--- config.mk ---
export PLATFORM = sky130hd
export DESIGN_NAME = bubble_sort_engine_top
export DESIGN_NICKNAME = d
export VERILOG_FILES = /design/src/hw/rtl/bse_pkg.sv /design/src/hw/rtl/bse_front.sv /design/src/hw/rtl/bse_fifo.sv /design/src/hw/rtl/bse_back.sv /design/src/hw/rtl/bubble_sort_engine_top.sv
export SDC_FILE = /design/constraint.sdc
export NUM_CORES = 1
export LEC_CHECK = 0
export BUFFER_PORTS_ARGS = -buffer_cell sky130_fd_sc_hd__clkbuf_2
export CELL_PAD_IN_SITES_DETAIL_PLACEMENT = 2
export CELL_PAD_IN_SITES_GLOBAL_PLACEMENT = 2
export CORE_MARGIN = 8
export CORE_UTILIZATION = 44
export CTS_BUF_LIST = sky130_fd_sc_hd__clkbuf_4
export DETAILED_ROUTE_END_ITERATION = 10
export PLACE_DENSITY = 0.8
export SLEW_MARGIN = 20
export SYNTH_ARGS = -nofsm -noshare
export SYNTH_HDL_FRONTEND = slang
export SYNTH_SLANG_ARGS = --single-unit
--- constraint.sdc ---
create_clock -name clk -period 5.3 [get_ports clk]
set_input_delay 0.795 -clock clk [delete_from_list [all_inputs] [get_ports clk]]
set_output_delay 0.795 -clock clk [all_outputs]
set_load 0.05 [all_outputs]
--- src/hw/rtl/bse_pkg.sv ---
package bse_pkg;

  localparam int DATA_W = 32;

  // One entry of the queue between the front and back parts
  typedef struct packed {
    logic signed [DATA_W-1:0] value;
    logic                     last;
    logic                     drop;
  } bse_item_t;

endpackage

--- src/hw/rtl/bse_front.sv ---
module bse_front import bse_pkg::*; #(
  parameter int MAX_ITEMS = 16
) (
  input  logic                     clk,
  input  logic                     rst_n,
  input  logic                     in_valid,
  output logic                     in_ready,
  input  logic signed [DATA_W-1:0] in_value,
  input  logic                     in_last,
  output logic                     push_valid,
  input  logic                     push_ready,
  output bse_item_t                push_item
);

  localparam int CNT_W = $clog2(MAX_ITEMS + 1);

  logic [CNT_W-1:0] cnt_r, cnt_nxt;
  logic             full;
  logic             xfer;

  assign in_ready   = push_ready;
  assign push_valid = in_valid;
  assign xfer       = in_valid && push_ready;
  assign full       = (cnt_r == CNT_W'(MAX_ITEMS));

  // Tag each element: kept while the store has room, dropped once it is full
  always_comb begin
    push_item.value = in_value;
    push_item.last  = in_last;
    push_item.drop  = full;
  end

  // Track the fill level of the current list
  always_comb begin
    cnt_nxt = cnt_r;
    if (xfer) begin
      if (in_last) begin
        cnt_nxt = '0;
      end else if (!full) begin
        cnt_nxt = cnt_r + CNT_W'(1);
      end
    end
  end

  always_ff @(posedge clk) begin
    if (!rst_n) begin
      cnt_r <= '0;
    end else begin
      cnt_r <= cnt_nxt;
    end
  end

endmodule

--- src/hw/rtl/bse_fifo.sv ---
module bse_fifo import bse_pkg::*; #(
  parameter int DEPTH = 4
) (
  input  logic      clk,
  input  logic      rst_n,
  input  logic      push_valid,
  output logic      push_ready,
  input  bse_item_t push_item,
  output logic      pop_valid,
  input  logic      pop_ready,
  output bse_item_t pop_item
);

  localparam int PTR_W = (DEPTH > 1) ? $clog2(DEPTH) : 1;
  localparam int CNT_W = $clog2(DEPTH + 1);

  bse_item_t        slot_r [DEPTH];
  logic [PTR_W-1:0] wr_ptr_r, wr_ptr_nxt;
  logic [PTR_W-1:0] rd_ptr_r, rd_ptr_nxt;
  logic [CNT_W-1:0] fill_r, fill_nxt;
  logic             do_push, do_pop;

  assign push_ready = (fill_r != CNT_W'(DEPTH));
  assign pop_valid  = (fill_r != '0);
  assign pop_item   = slot_r[rd_ptr_r];
  assign do_push    = push_valid && push_ready;
  assign do_pop     = pop_valid && pop_ready;

  // Advance pointers with wrap at the queue depth
  always_comb begin
    wr_ptr_nxt = wr_ptr_r;
    rd_ptr_nxt = rd_ptr_r;
    fill_nxt   = fill_r;
    if (do_push) begin
      wr_ptr_nxt = (wr_ptr_r == PTR_W'(DEPTH - 1)) ? '0 : wr_ptr_r + PTR_W'(1);
    end
    if (do_pop) begin
      rd_ptr_nxt = (rd_ptr_r == PTR_W'(DEPTH - 1)) ? '0 : rd_ptr_r + PTR_W'(1);
    end
    if (do_push && !do_pop) begin
      fill_nxt = fill_r + CNT_W'(1);
    end else if (do_pop && !do_push) begin
      fill_nxt = fill_r - CNT_W'(1);
    end
  end

  always_ff @(posedge clk) begin
    if (!rst_n) begin
      wr_ptr_r <= '0;
      rd_ptr_r <= '0;
      fill_r   <= '0;
    end else begin
      wr_ptr_r <= wr_ptr_nxt;
      rd_ptr_r <= rd_ptr_nxt;
      fill_r   <= fill_nxt;
    end
  end

  // Hold queued entries
  always_ff @(posedge clk) begin
    if (do_push) begin
      slot_r[wr_ptr_r] <= push_item;
    end
  end

endmodule

--- src/hw/rtl/bse_back.sv ---
module bse_back import bse_pkg::*; #(
  parameter int MAX_ITEMS = 16
) (
  input  logic                     clk,
  input  logic                     rst_n,
  input  logic                     pop_valid,
  output logic                     pop_ready,
  input  bse_item_t                pop_item,
  output logic                     out_valid,
  input  logic                     out_ready,
  output logic signed [DATA_W-1:0] out_sorted_value,
  output logic                     out_final_res,
  output logic                     out_overflow
);

  localparam int AW    = $clog2(MAX_ITEMS);
  localparam int CNT_W = $clog2(MAX_ITEMS + 1);

  typedef enum logic [2:0] {
    ST_LOAD,
    ST_PASS_RD0,
    ST_PASS_CARRY,
    ST_PASS_CMP,
    ST_PASS_END,
    ST_EMIT_RD,
    ST_EMIT_LD,
    ST_EMIT_WAIT
  } state_t;

  // Element store: one write and one registered read per cycle
  logic signed [DATA_W-1:0] mem [MAX_ITEMS];
  logic signed [DATA_W-1:0] rd_data_r;
  logic [AW-1:0]            rd_addr;
  logic                     we;
  logic [AW-1:0]            wa;
  logic signed [DATA_W-1:0] wd;

  state_t                   state_r, state_nxt;
  logic [CNT_W-1:0]         cnt_r, cnt_nxt;
  logic [CNT_W-1:0]         len_r, len_nxt;
  logic [AW-1:0]            idx_r, idx_nxt;
  logic [AW-1:0]            k_r, k_nxt;
  logic signed [DATA_W-1:0] carry_r, carry_nxt;
  logic                     swapped_r, swapped_nxt;
  logic                     dropped_r, dropped_nxt;
  logic                     out_valid_r, out_valid_nxt;
  logic signed [DATA_W-1:0] out_value_r, out_value_nxt;
  logic                     out_final_r, out_final_nxt;
  logic                     out_ovf_r, out_ovf_nxt;

  logic [CNT_W-1:0]         list_len;
  logic [CNT_W-1:0]         idx_ext;
  logic                     gt;

  assign pop_ready        = (state_r == ST_LOAD);
  assign out_valid        = out_valid_r;
  assign out_sorted_value = out_value_r;
  assign out_final_res    = out_final_r;
  assign out_overflow     = out_ovf_r;

  assign idx_ext  = CNT_W'(idx_r);
  assign gt       = (carry_r > rd_data_r);
  assign list_len = pop_item.drop ? cnt_r : cnt_r + CNT_W'(1);

  // Sequencer: load the list, run shrinking bubble passes, then drain
  always_comb begin
    state_nxt     = state_r;
    cnt_nxt       = cnt_r;
    len_nxt       = len_r;
    idx_nxt       = idx_r;
    k_nxt         = k_r;
    carry_nxt     = carry_r;
    swapped_nxt   = swapped_r;
    dropped_nxt   = dropped_r;
    out_valid_nxt = out_valid_r;
    out_value_nxt = out_value_r;
    out_final_nxt = out_final_r;
    out_ovf_nxt   = out_ovf_r;
    rd_addr       = '0;
    we            = 1'b0;
    wa            = '0;
    wd            = carry_r;

    unique case (state_r)
      ST_LOAD: begin
        if (pop_valid) begin
          dropped_nxt = dropped_r | pop_item.drop;
          if (!pop_item.drop) begin
            we      = 1'b1;
            wa      = cnt_r[AW-1:0];
            wd      = pop_item.value;
            cnt_nxt = cnt_r + CNT_W'(1);
          end
          if (pop_item.last) begin
            cnt_nxt   = list_len;
            len_nxt   = list_len;
            k_nxt     = '0;
            state_nxt = (list_len > CNT_W'(1)) ? ST_PASS_RD0 : ST_EMIT_RD;
          end
        end
      end

      ST_PASS_RD0: begin
        rd_addr     = '0;
        idx_nxt     = '0;
        swapped_nxt = 1'b0;
        state_nxt   = ST_PASS_CARRY;
      end

      ST_PASS_CARRY: begin
        carry_nxt = rd_data_r;
        rd_addr   = AW'(1);
        state_nxt = ST_PASS_CMP;
      end

      // Keep the larger element travelling, write back the smaller one
      ST_PASS_CMP: begin
        we          = 1'b1;
        wa          = idx_r;
        wd          = gt ? rd_data_r : carry_r;
        carry_nxt   = gt ? carry_r : rd_data_r;
        swapped_nxt = swapped_r | gt;
        if ((idx_ext + CNT_W'(2)) < len_r) begin
          rd_addr = AW'(idx_ext + CNT_W'(2));
          idx_nxt = idx_r + AW'(1);
        end else begin
          state_nxt = ST_PASS_END;
        end
      end

      ST_PASS_END: begin
        we      = 1'b1;
        wa      = AW'(len_r - CNT_W'(1));
        wd      = carry_r;
        len_nxt = len_r - CNT_W'(1);
        k_nxt   = '0;
        if (swapped_r && (len_r - CNT_W'(1)) > CNT_W'(1)) begin
          state_nxt = ST_PASS_RD0;
        end else begin
          state_nxt = ST_EMIT_RD;
        end
      end

      ST_EMIT_RD: begin
        rd_addr   = k_r;
        state_nxt = ST_EMIT_LD;
      end

      ST_EMIT_LD: begin
        out_valid_nxt = 1'b1;
        out_value_nxt = rd_data_r;
        out_final_nxt = ((CNT_W'(k_r) + CNT_W'(1)) == cnt_r);
        out_ovf_nxt   = dropped_r;
        state_nxt     = ST_EMIT_WAIT;
      end

      // Hold the result until its transfer, then move on or start a new list
      ST_EMIT_WAIT: begin
        if (out_ready) begin
          out_valid_nxt = 1'b0;
          if (out_final_r) begin
            cnt_nxt     = '0;
            dropped_nxt = 1'b0;
            state_nxt   = ST_LOAD;
          end else begin
            k_nxt     = k_r + AW'(1);
            state_nxt = ST_EMIT_RD;
          end
        end
      end

      default: begin
        state_nxt = ST_LOAD;
      end
    endcase
  end

  always_ff @(posedge clk) begin
    if (!rst_n) begin
      state_r     <= ST_LOAD;
      cnt_r       <= '0;
      dropped_r   <= 1'b0;
      out_valid_r <= 1'b0;
    end else begin
      state_r     <= state_nxt;
      cnt_r       <= cnt_nxt;
      dropped_r   <= dropped_nxt;
      out_valid_r <= out_valid_nxt;
    end
    len_r       <= len_nxt;
    idx_r       <= idx_nxt;
    k_r         <= k_nxt;
    carry_r     <= carry_nxt;
    swapped_r   <= swapped_nxt;
    out_value_r <= out_value_nxt;
    out_final_r <= out_final_nxt;
    out_ovf_r   <= out_ovf_nxt;
  end

  // Element store write and registered read
  always_ff @(posedge clk) begin
    if (we) begin
      mem[wa] <= wd;
    end
    rd_data_r <= mem[rd_addr];
  end

endmodule

--- src/hw/rtl/bubble_sort_engine_top.sv ---
// Bubble sort engine.
// Input channel (in_valid/in_ready, in_value, in_last) takes one signed
// 32-bit element per transfer; in_last closes the list. Up to MAX_ITEMS
// elements are kept, later ones are dropped and every result of that list
// then carries out_overflow.
// Result channel (out_valid/out_ready) returns the list in ascending order,
// one element per transfer, with out_final_res on the last one.
// For a list of n stored elements: loading takes one element per cycle while
// the input queue holds entries; bubble passes then run over len elements,
// len falling by one per pass, at most n - 1 passes, fewer once a pass makes
// no swap; each result is then read, registered and held until taken. The
// single write port of the store sets the one-compare-per-cycle pass rate.
// A four-entry queue keeps taking input while a list is sorted or drained.
// A stalled receiver holds the result register and the sorter; input stops
// only once the queue fills.
// Reset (rst_n low, synchronous) empties the queue and returns to loading;
// no clearing pass is needed.
module bubble_sort_engine_top import bse_pkg::*; #(
  parameter int MAX_ITEMS = 16
) (
  input  logic                     clk,
  input  logic                     rst_n,
  input  logic                     in_valid,
  output logic                     in_ready,
  input  logic signed [DATA_W-1:0] in_value,
  input  logic                     in_last,
  output logic                     out_valid,
  input  logic                     out_ready,
  output logic signed [DATA_W-1:0] out_sorted_value,
  output logic                     out_final_res,
  output logic                     out_overflow
);

  logic      push_valid, push_ready;
  bse_item_t push_item;
  logic      pop_valid, pop_ready;
  bse_item_t pop_item;

  bse_front #(.MAX_ITEMS(MAX_ITEMS)) u_front (
    .clk        (clk),
    .rst_n      (rst_n),
    .in_valid   (in_valid),
    .in_ready   (in_ready),
    .in_value   (in_value),
    .in_last    (in_last),
    .push_valid (push_valid),
    .push_ready (push_ready),
    .push_item  (push_item)
  );

  bse_fifo #(.DEPTH(4)) u_fifo (
    .clk        (clk),
    .rst_n      (rst_n),
    .push_valid (push_valid),
    .push_ready (push_ready),
    .push_item  (push_item),
    .pop_valid  (pop_valid),
    .pop_ready  (pop_ready),
    .pop_item   (pop_item)
  );

  bse_back #(.MAX_ITEMS(MAX_ITEMS)) u_back (
    .clk              (clk),
    .rst_n            (rst_n),
    .pop_valid        (pop_valid),
    .pop_ready        (pop_ready),
    .pop_item         (pop_item),
    .out_valid        (out_valid),
    .out_ready        (out_ready),
    .out_sorted_value (out_sorted_value),
    .out_final_res    (out_final_res),
    .out_overflow     (out_overflow)
  );

endmodule

==> key figures, run 1 <==
Drt
  • Drt total wl: 141000 um
  • # DRC: 0
  • Initial DRC count: 2998
  • Vias: 23500
  • Antenna viol nets, final: 0
  • Average wire per standard cell: 40.7 um
  • DR pass1 iterations: 6
  • Vias per inst: 6.76

Timing
  • FMAX: 0.182 GHz
  • Final worst path period need: 5.51 ns
  • Final setup skew: 0.0994 ns
  • RSZ-0062 raised after global routing: false
  • Final hold violation count: 0
  • Max-slew headroom: 0.328
  • Final WS setup: -0.207 ns
  • Worst-Margin Slew: 1.01 ns
  • Hold WS: 0.137 ns
  • Setup total negative slack: -28.12 ns
  • Tcrit/Tclk final: 1.04
  • Max Slew Vio Count: 0
  • Final setup viols: 364

Die
  • Die height: 283 um
  • Rows: 98
  • Die span in x: 283 um
  • I/O pin count: 73
  • Die area: 80200 sq um
  • Core area: 71100 sq um
  • Initial Util: 0.442

Place
  • Placer congestion estimate: 0.820
  • Placed Area: 33100 sq um
  • IO buf count: 72
  • Post-DP HPWL: 63800 um
  • Dpl ws: 0.481 ns

CTS
  • CTS Root Cell: clkbuf_4
  • Clock sinks: 784
  • CTS clk-pin slew, worst paths: 0.08 ns
  • TritonCTS clock tree: yes
  • Buffer levels on the longest clock path: 3
  • H-tree Lvls: 4
  • Clk_lat worst skew: 1.09 ns
  • Total CTS buffers: 195

Setup path
  • Critical Path Start: u_back.rd_data_r[31]
  • Most frequent cell on the critical path: buf_4
  • Crit Path Category: reg -> reg
  • CP Capture Type: flop
  • FF-to-FF setup slack: -0.21 ns
  • Slowest cell on crit path: a21o_1
  • Worst-path fanout max: 24
  • Crit path to: u_back.mem[8][11]
  • Reg-to-Reg End: u_back.mem[8][11]
  • Worst-path cell chain: inv_1 -> ha_1 -> nand4_1 -> or2_2 -> nor4_2 -> nand3_1 -> o211ai_1 -> buf_4 -> a21oi_4 -> buf_4 -> nor2_4 -> buf_4 -> a21o_1
  • Reg-to-Reg Start: u_back.rd_data_r[31]
  • Worst R2R Path Depth: 13
  • Critical path's largest stage delay: 0.70 ns
  • Critical path startpoint category: flop
  • CP arrival: 6.23 ns
  • Worst Path Required: 6.02 ns

Synthesis
  • Sequential-to-total area share from yosys stat: 0.731
  • Mapped Nets: 2186
  • Netlist cell types: 67
  • Ys flop type: edfxtp_1
  • Yosys warns: 0
  • Post-synth ARST share: 0
  • Cells after Synth: 2097
  • Post-synth EDFFs: 728
  • Yosys reg bits: 784
  • Syn_area_per_cell: 15.0 sq um
  • Post-Syn Area: 31400 sq um

Status
  • Status: finished, violations left
  • Failing checks: setup timing

Run
  • Max-cap viol count: 0

Final layout
  • Commonest non-fill, non-tap cells in the layout: 728 x edfxtp_1, 307 x nand2_1, 281 x clkbuf_4, 154 x a21oi_1, 72 x clkbuf_2
  • Post-route cell area: 36100 sq um
  • Layout area overhead: 14.8%
  • Fillers: 6534
  • Share of layout cells above drive strength 1: 0.223
  • Most common cell after layout, fill and taps aside: edfxtp_1
  • Fin nets: 2439

GRT
  • Largest net degree at the start of global routing: 77
  • Vias in the first global route: 25500
  • GRT Overall Usage: 0.345
  • First-pass GRT wire length: 199000 um
  • Initial antenna violation count: 8
  • Gr ovfl total: 0

Power
  • Peak VDD IR: 0.361 mV
  • Leak: 12.9 nW
  • Total Power: 0.0232 W
  • P per Cell Area: 644 nW/um^2

Min path
  • HP Class: in -> reg
-- worst max-delay path, delay by kind of cell (launching register included) --
kind,cells,cell delay [ns]
AOI/OAI and AO/OA,3,1.11
buffers and inverters,4,1.17
adders and majority gates,1,0.41
and+or+nand+nor,5,1.96
DFF,1,0.52
-- synthesized netlist by cell type (all sizes together), types with 39 or more instances --
master,count,area share
a21oi,156,0.025
a22oi,39,0.0093
buf,58,0.012
clkbuf,57,0.0068
dfxtp,56,0.036
edfxtp,728,0.70
ha,51,0.020
inv,51,0.0061
nand2,327,0.041
nand3,47,0.0075
nor2,47,0.0056
nor3,47,0.0075
-- timing repair --
item                                    CTS  global route
endpoints found under the hold margin   128             0
setup buffers                             0             0
endpoints found under the setup margin    0           384
resized for setup                         0             1
hold buffers                             32             0
-- state kept, by name, summed over array words and instances, names as in the netlist, 3 cells and up, named ones only --
signal / flops
u_back.len_r: 5
u_back.idx_r: 4
u_fifo.fill_r: 3
u_back.out_sorted_value: 32
u_back.k_r: 4
u_back.carry_r: 32
u_back.rd_data_r: 32
u_back.cnt_r: 5
u_back.mem: 512
u_fifo.slot_r: 136
u_front.cnt_r: 5
u_back.state_r: 3
-- metrics by stage --
| stage | util | instances |
|---|---|---|
| after floorplan | - | 2097 |
| after global placement | 0.466 | 3070 |
| after detailed placement | 0.466 | 3070 |
| after CTS | 0.507 | 3470 |
| after global routing | 0.507 | 3473 |
| final | 0.507 | 3474 |
-- area by class of cell --
cell class                 instances  area (sq um)  area share
timing repair buffer             171          1250      0.0345
clock buffer                     281          2110      0.0585
tap                              950          1190      0.0330
antenna                            3          7.51    0.000208
multi-input combinational       1146          7870       0.218
clock inverter                    87           474      0.0131
inverter                          52           195     0.00541
sequential                       784         23000       0.637
-- worst min path at each step --
| stage | start | endpoint | slack, ns | cells after the start |
|---|---|---|---|---|
| after detailed placement | u_back.dropped_r | u_back.out_overflow | 0.44 | 0 |
| after global placement | u_back.dropped_r | u_back.out_overflow | 0.42 | 0 |
| after floorplan | u_back.dropped_r | u_back.out_overflow | 0.41 | 0 |
| after CTS | in_last | u_fifo.slot_r[2][1] | 0.02 | 1 |
| after global routing | in_last | u_fifo.slot_r[1][1] | 0.09 | 1 |
| final | in_last | u_fifo.slot_r[0][1] | 0.14 | 1 |
-- kinds of logic after synthesis --
group	synth area share
buffers and inverters	0.0248
AOI/OAI and AO/OA	0.0902
DFF	0.731
and+or+nand+nor	0.0808
muxes	0.0469
adders and majority gates	0.0209
xor gates and xnor gates	0.00474
-- where the power goes --
| part | internal, W | switching (W) | leakage, nW |
|---|---|---|---|
| registers | 0.00866 | 0.000829 | 7.08 |
| logic | 0.00209 | 0.00567 | 4.32 |
| clock network | 0.00267 | 0.00333 | 1.52 |
| total | 0.0134 | 0.00984 | 12.9 |
-- metal layers --
layer	vias up	wire (um)	track usage
met4	8	11300	0.245
li1	8680	-	-
met1	12000	49500	0.396
met2	2040	66800	0.555
met3	717	13700	0.0969
met5	-	46	0
Power figures use the tool's default switching activity.
==> run 2: changes to the inputs <==
PLACE_DENSITY = 0.79   (was 0.8)
SYNTH_HIERARCHICAL = 1   (was unset)
==> key figures, run 2 <==
CTS
  • Buffer levels on the longest clock path: 3
  • Clk_lat worst skew: 1.07 ns
  • Hold buffer count at cts: 32
  • CTS clk-pin slew, worst paths: 0.10 ns
  • H-tree Lvls: 4
  • # resized after CTS: 0
  • TritonCTS clock tree: yes
  • Clock sinks: 784
  • Number of post-CTS setup repair buffers: 0
  • CTS Root Cell: clkbuf_4
  • Total CTS buffers: 195

Power
  • Leak: 13.3 nW
  • Peak VDD IR: 0.332 mV
  • P per Cell Area: 597 nW/um^2
  • Total Power: 0.0214 W

Setup path
  • CP Capture Type: flop
  • Critical path's largest stage delay: 0.97 ns
  • Crit Path Category: reg -> reg
  • CP arrival: 6.05 ns
  • Worst Path Required: 6.22 ns
  • Most frequent cell on the critical path: ha_1
  • Worst-path cell chain: ha_1 -> xnor2_1 -> inv_1 -> ha_1 -> o21a_1 -> nor2_1 -> o31ai_2 -> o21a_4 -> nand2_1 -> o22ai_1 -> or4_1
  • Worst-path fanout max: 43
  • CP delay by family, top: compound AO/OA/AOI/OAI gates
  • Bufs and invs on worst path: 1
  • Critical path startpoint category: flop
  • Slowest cell on crit path: o31ai_2

Final layout
  • Biggest register: u_back/mem
  • Top Registers: u_back/mem: 512 flops, u_fifo/slot_r: 136 flops
  • Share of layout cells above drive strength 1: 0.215
  • Fillers: 6472
  • Layout area overhead: 13.8%
  • Fin nets: 2269
  • Max reg flops: 512
  • Commonest non-fill, non-tap cells in the layout: 728 x edfxtp_1, 291 x clkbuf_4, 152 x nand2_1, 142 x mux2i_1, 91 x and3_1
  • Finished Layout Cells: 3289
  • Most common cell after layout, fill and taps aside: edfxtp_1

Synthesis
  • Ys flop type: edfxtp_1
  • Cell with the most instances after synthesis: edfxtp_1
  • Post-Syn Area: 31600 sq um
  • Area share of the largest cell type after synthesis: 0.693
  • Sequential-to-total area share from yosys stat: 0.728
  • Post-synth ARST share: 0
  • Netlist cell types: 62
  • Syn_area_per_cell: 16.0 sq um
  • Mapped Nets: 2068
  • Cells after Synth: 1975
  • Yosys reg bits: 784
  • Yosys warns: 6
  • Commonest cells in the netlist: 728 x edfxtp_1, 153 x nand2_1, 142 x mux2i_1
  • Synth top area cells: edfxtp_1 69%, mux2i_1 4.5%, dfxtp_1 3.6%
  • Post-synth top area cell: edfxtp_1
  • Post-synth EDFFs: 728

Timing
  • Final worst path period need: 5.13 ns
  • Worst-Margin Slew: 1.16 ns
  • Max-slew headroom: 0.223
  • RSZ-0062 raised after global routing: false
  • Tcrit/Tclk final: 0.968
  • Final setup skew: 0.102 ns
  • Setup total negative slack: 0 ns
  • FMAX: 0.195 GHz
  • Final hold violation count: 0
  • Max Slew Vio Count: 0
  • Final setup viols: 0
  • Hold WS: 0.181 ns

Drt
  • # DRC: 0
  • Vias: 20600
  • Average wire per standard cell: 35.1 um
  • Initial DRC count: 2131
  • DR pass1 iterations: 5
  • Drt total wl: 115000 um
  • Antenna viol nets, final: 0
  • Vias per inst: 6.27

GRT
  • First-pass GRT wire length: 167000 um
  • Largest net degree at the start of global routing: 56
  • Gr ovfl total: 0
  • Vias in the first global route: 23000
  • Initial antenna violation count: 6
  • GRT Overall Usage: 0.281

Place
  • Post-DP HPWL: 61100 um
  • IO buf count: 72
  • # placed instances: 2897
  • Placer congestion estimate: 0.779

Die
  • I/O pin count: 73
  • Initial Util: 0.443
  • Die height: 284 um
  • Die span in x: 284 um
  • Core area: 71200 sq um
  • Die area: 80600 sq um
  • Rows: 98

Status
  • Status: complete, no violations

Run
  • Max-cap viol count: 0

Min path
  • HP Class: in -> reg
run 2: logic make-up after synthesis:
family	synth area share
adders and majority gates	0.0224
xor gates and xnor gates	0.00444
AOI/OAI and AO/OA	0.0801
buffers and inverters	0.0304
and+or+nand+nor	0.0652
DFF	0.728
muxes	0.0693
run 2: layer usage:
layer / share of wire / track usage / vias to the layer above / wire length [um]
met2: 0.51 / 0.495 / 1161 / 59200
met3: 0.073 / 0.0628 / 297 / 8440
met4: 0.040 / 0.117 / 0 / 4590
met1: 0.37 / 0.331 / 10800 / 43100
met5: 0 / 0 / - / 0
li1: - / - / 8317 / -
run 2: worst paths after layout:
kind,start,end,slack [ns],cells after the start
max reg2reg,u_back/idx_r[1],u_back/rd_data_r[22],0.17,11
max,u_back/idx_r[1],u_back/rd_data_r[22],0.17,11
min reg2reg,u_back/dropped_r,u_back/out_overflow,0.46,0
min,in_valid,u_fifo/wr_ptr_r[0],0.18,3
run 2: report_power, final:
part	switching [W]	internal, W
Sequential	0.000688	0.00853
Combinational	0.00465	0.00204
Clock	0.00281	0.00271
run 2: cell type report:
type                    instances  area (sq um)  share of cell area
flip-flops and latches        784         23000               0.640
clock buffers                 291          2180              0.0608
diodes                          4          10.0            0.000279
clock inverters                65           382              0.0106
repair buffers                152          1140              0.0318
multi-input cells             989          7840               0.218
inverters                      54           203             0.00564
well taps                     950          1190              0.0331
run 2: through the flow:
step	cell area, sq um	setup WS, ns	util
finish	35900	0.172	0.504
global route	35900	0.124	0.504
CTS	35900	0.237	0.504
detailed placement	33000	0.561	0.464
global placement	33000	1.09	0.464
floorplan	31600	0.759	-
run 2: worst register-to-register path, cell delays in order, from the launching register on:
cell      delay, ns
edfxtp_1       0.62
ha_1           0.34
xnor2_1        0.51
inv_1          0.15
ha_1           0.32
o21a_1         0.13
nor2_1         0.11
o31ai_2        0.97
o21a_4         0.71
nand2_1        0.60
o22ai_1        0.38
or4_1          0.18
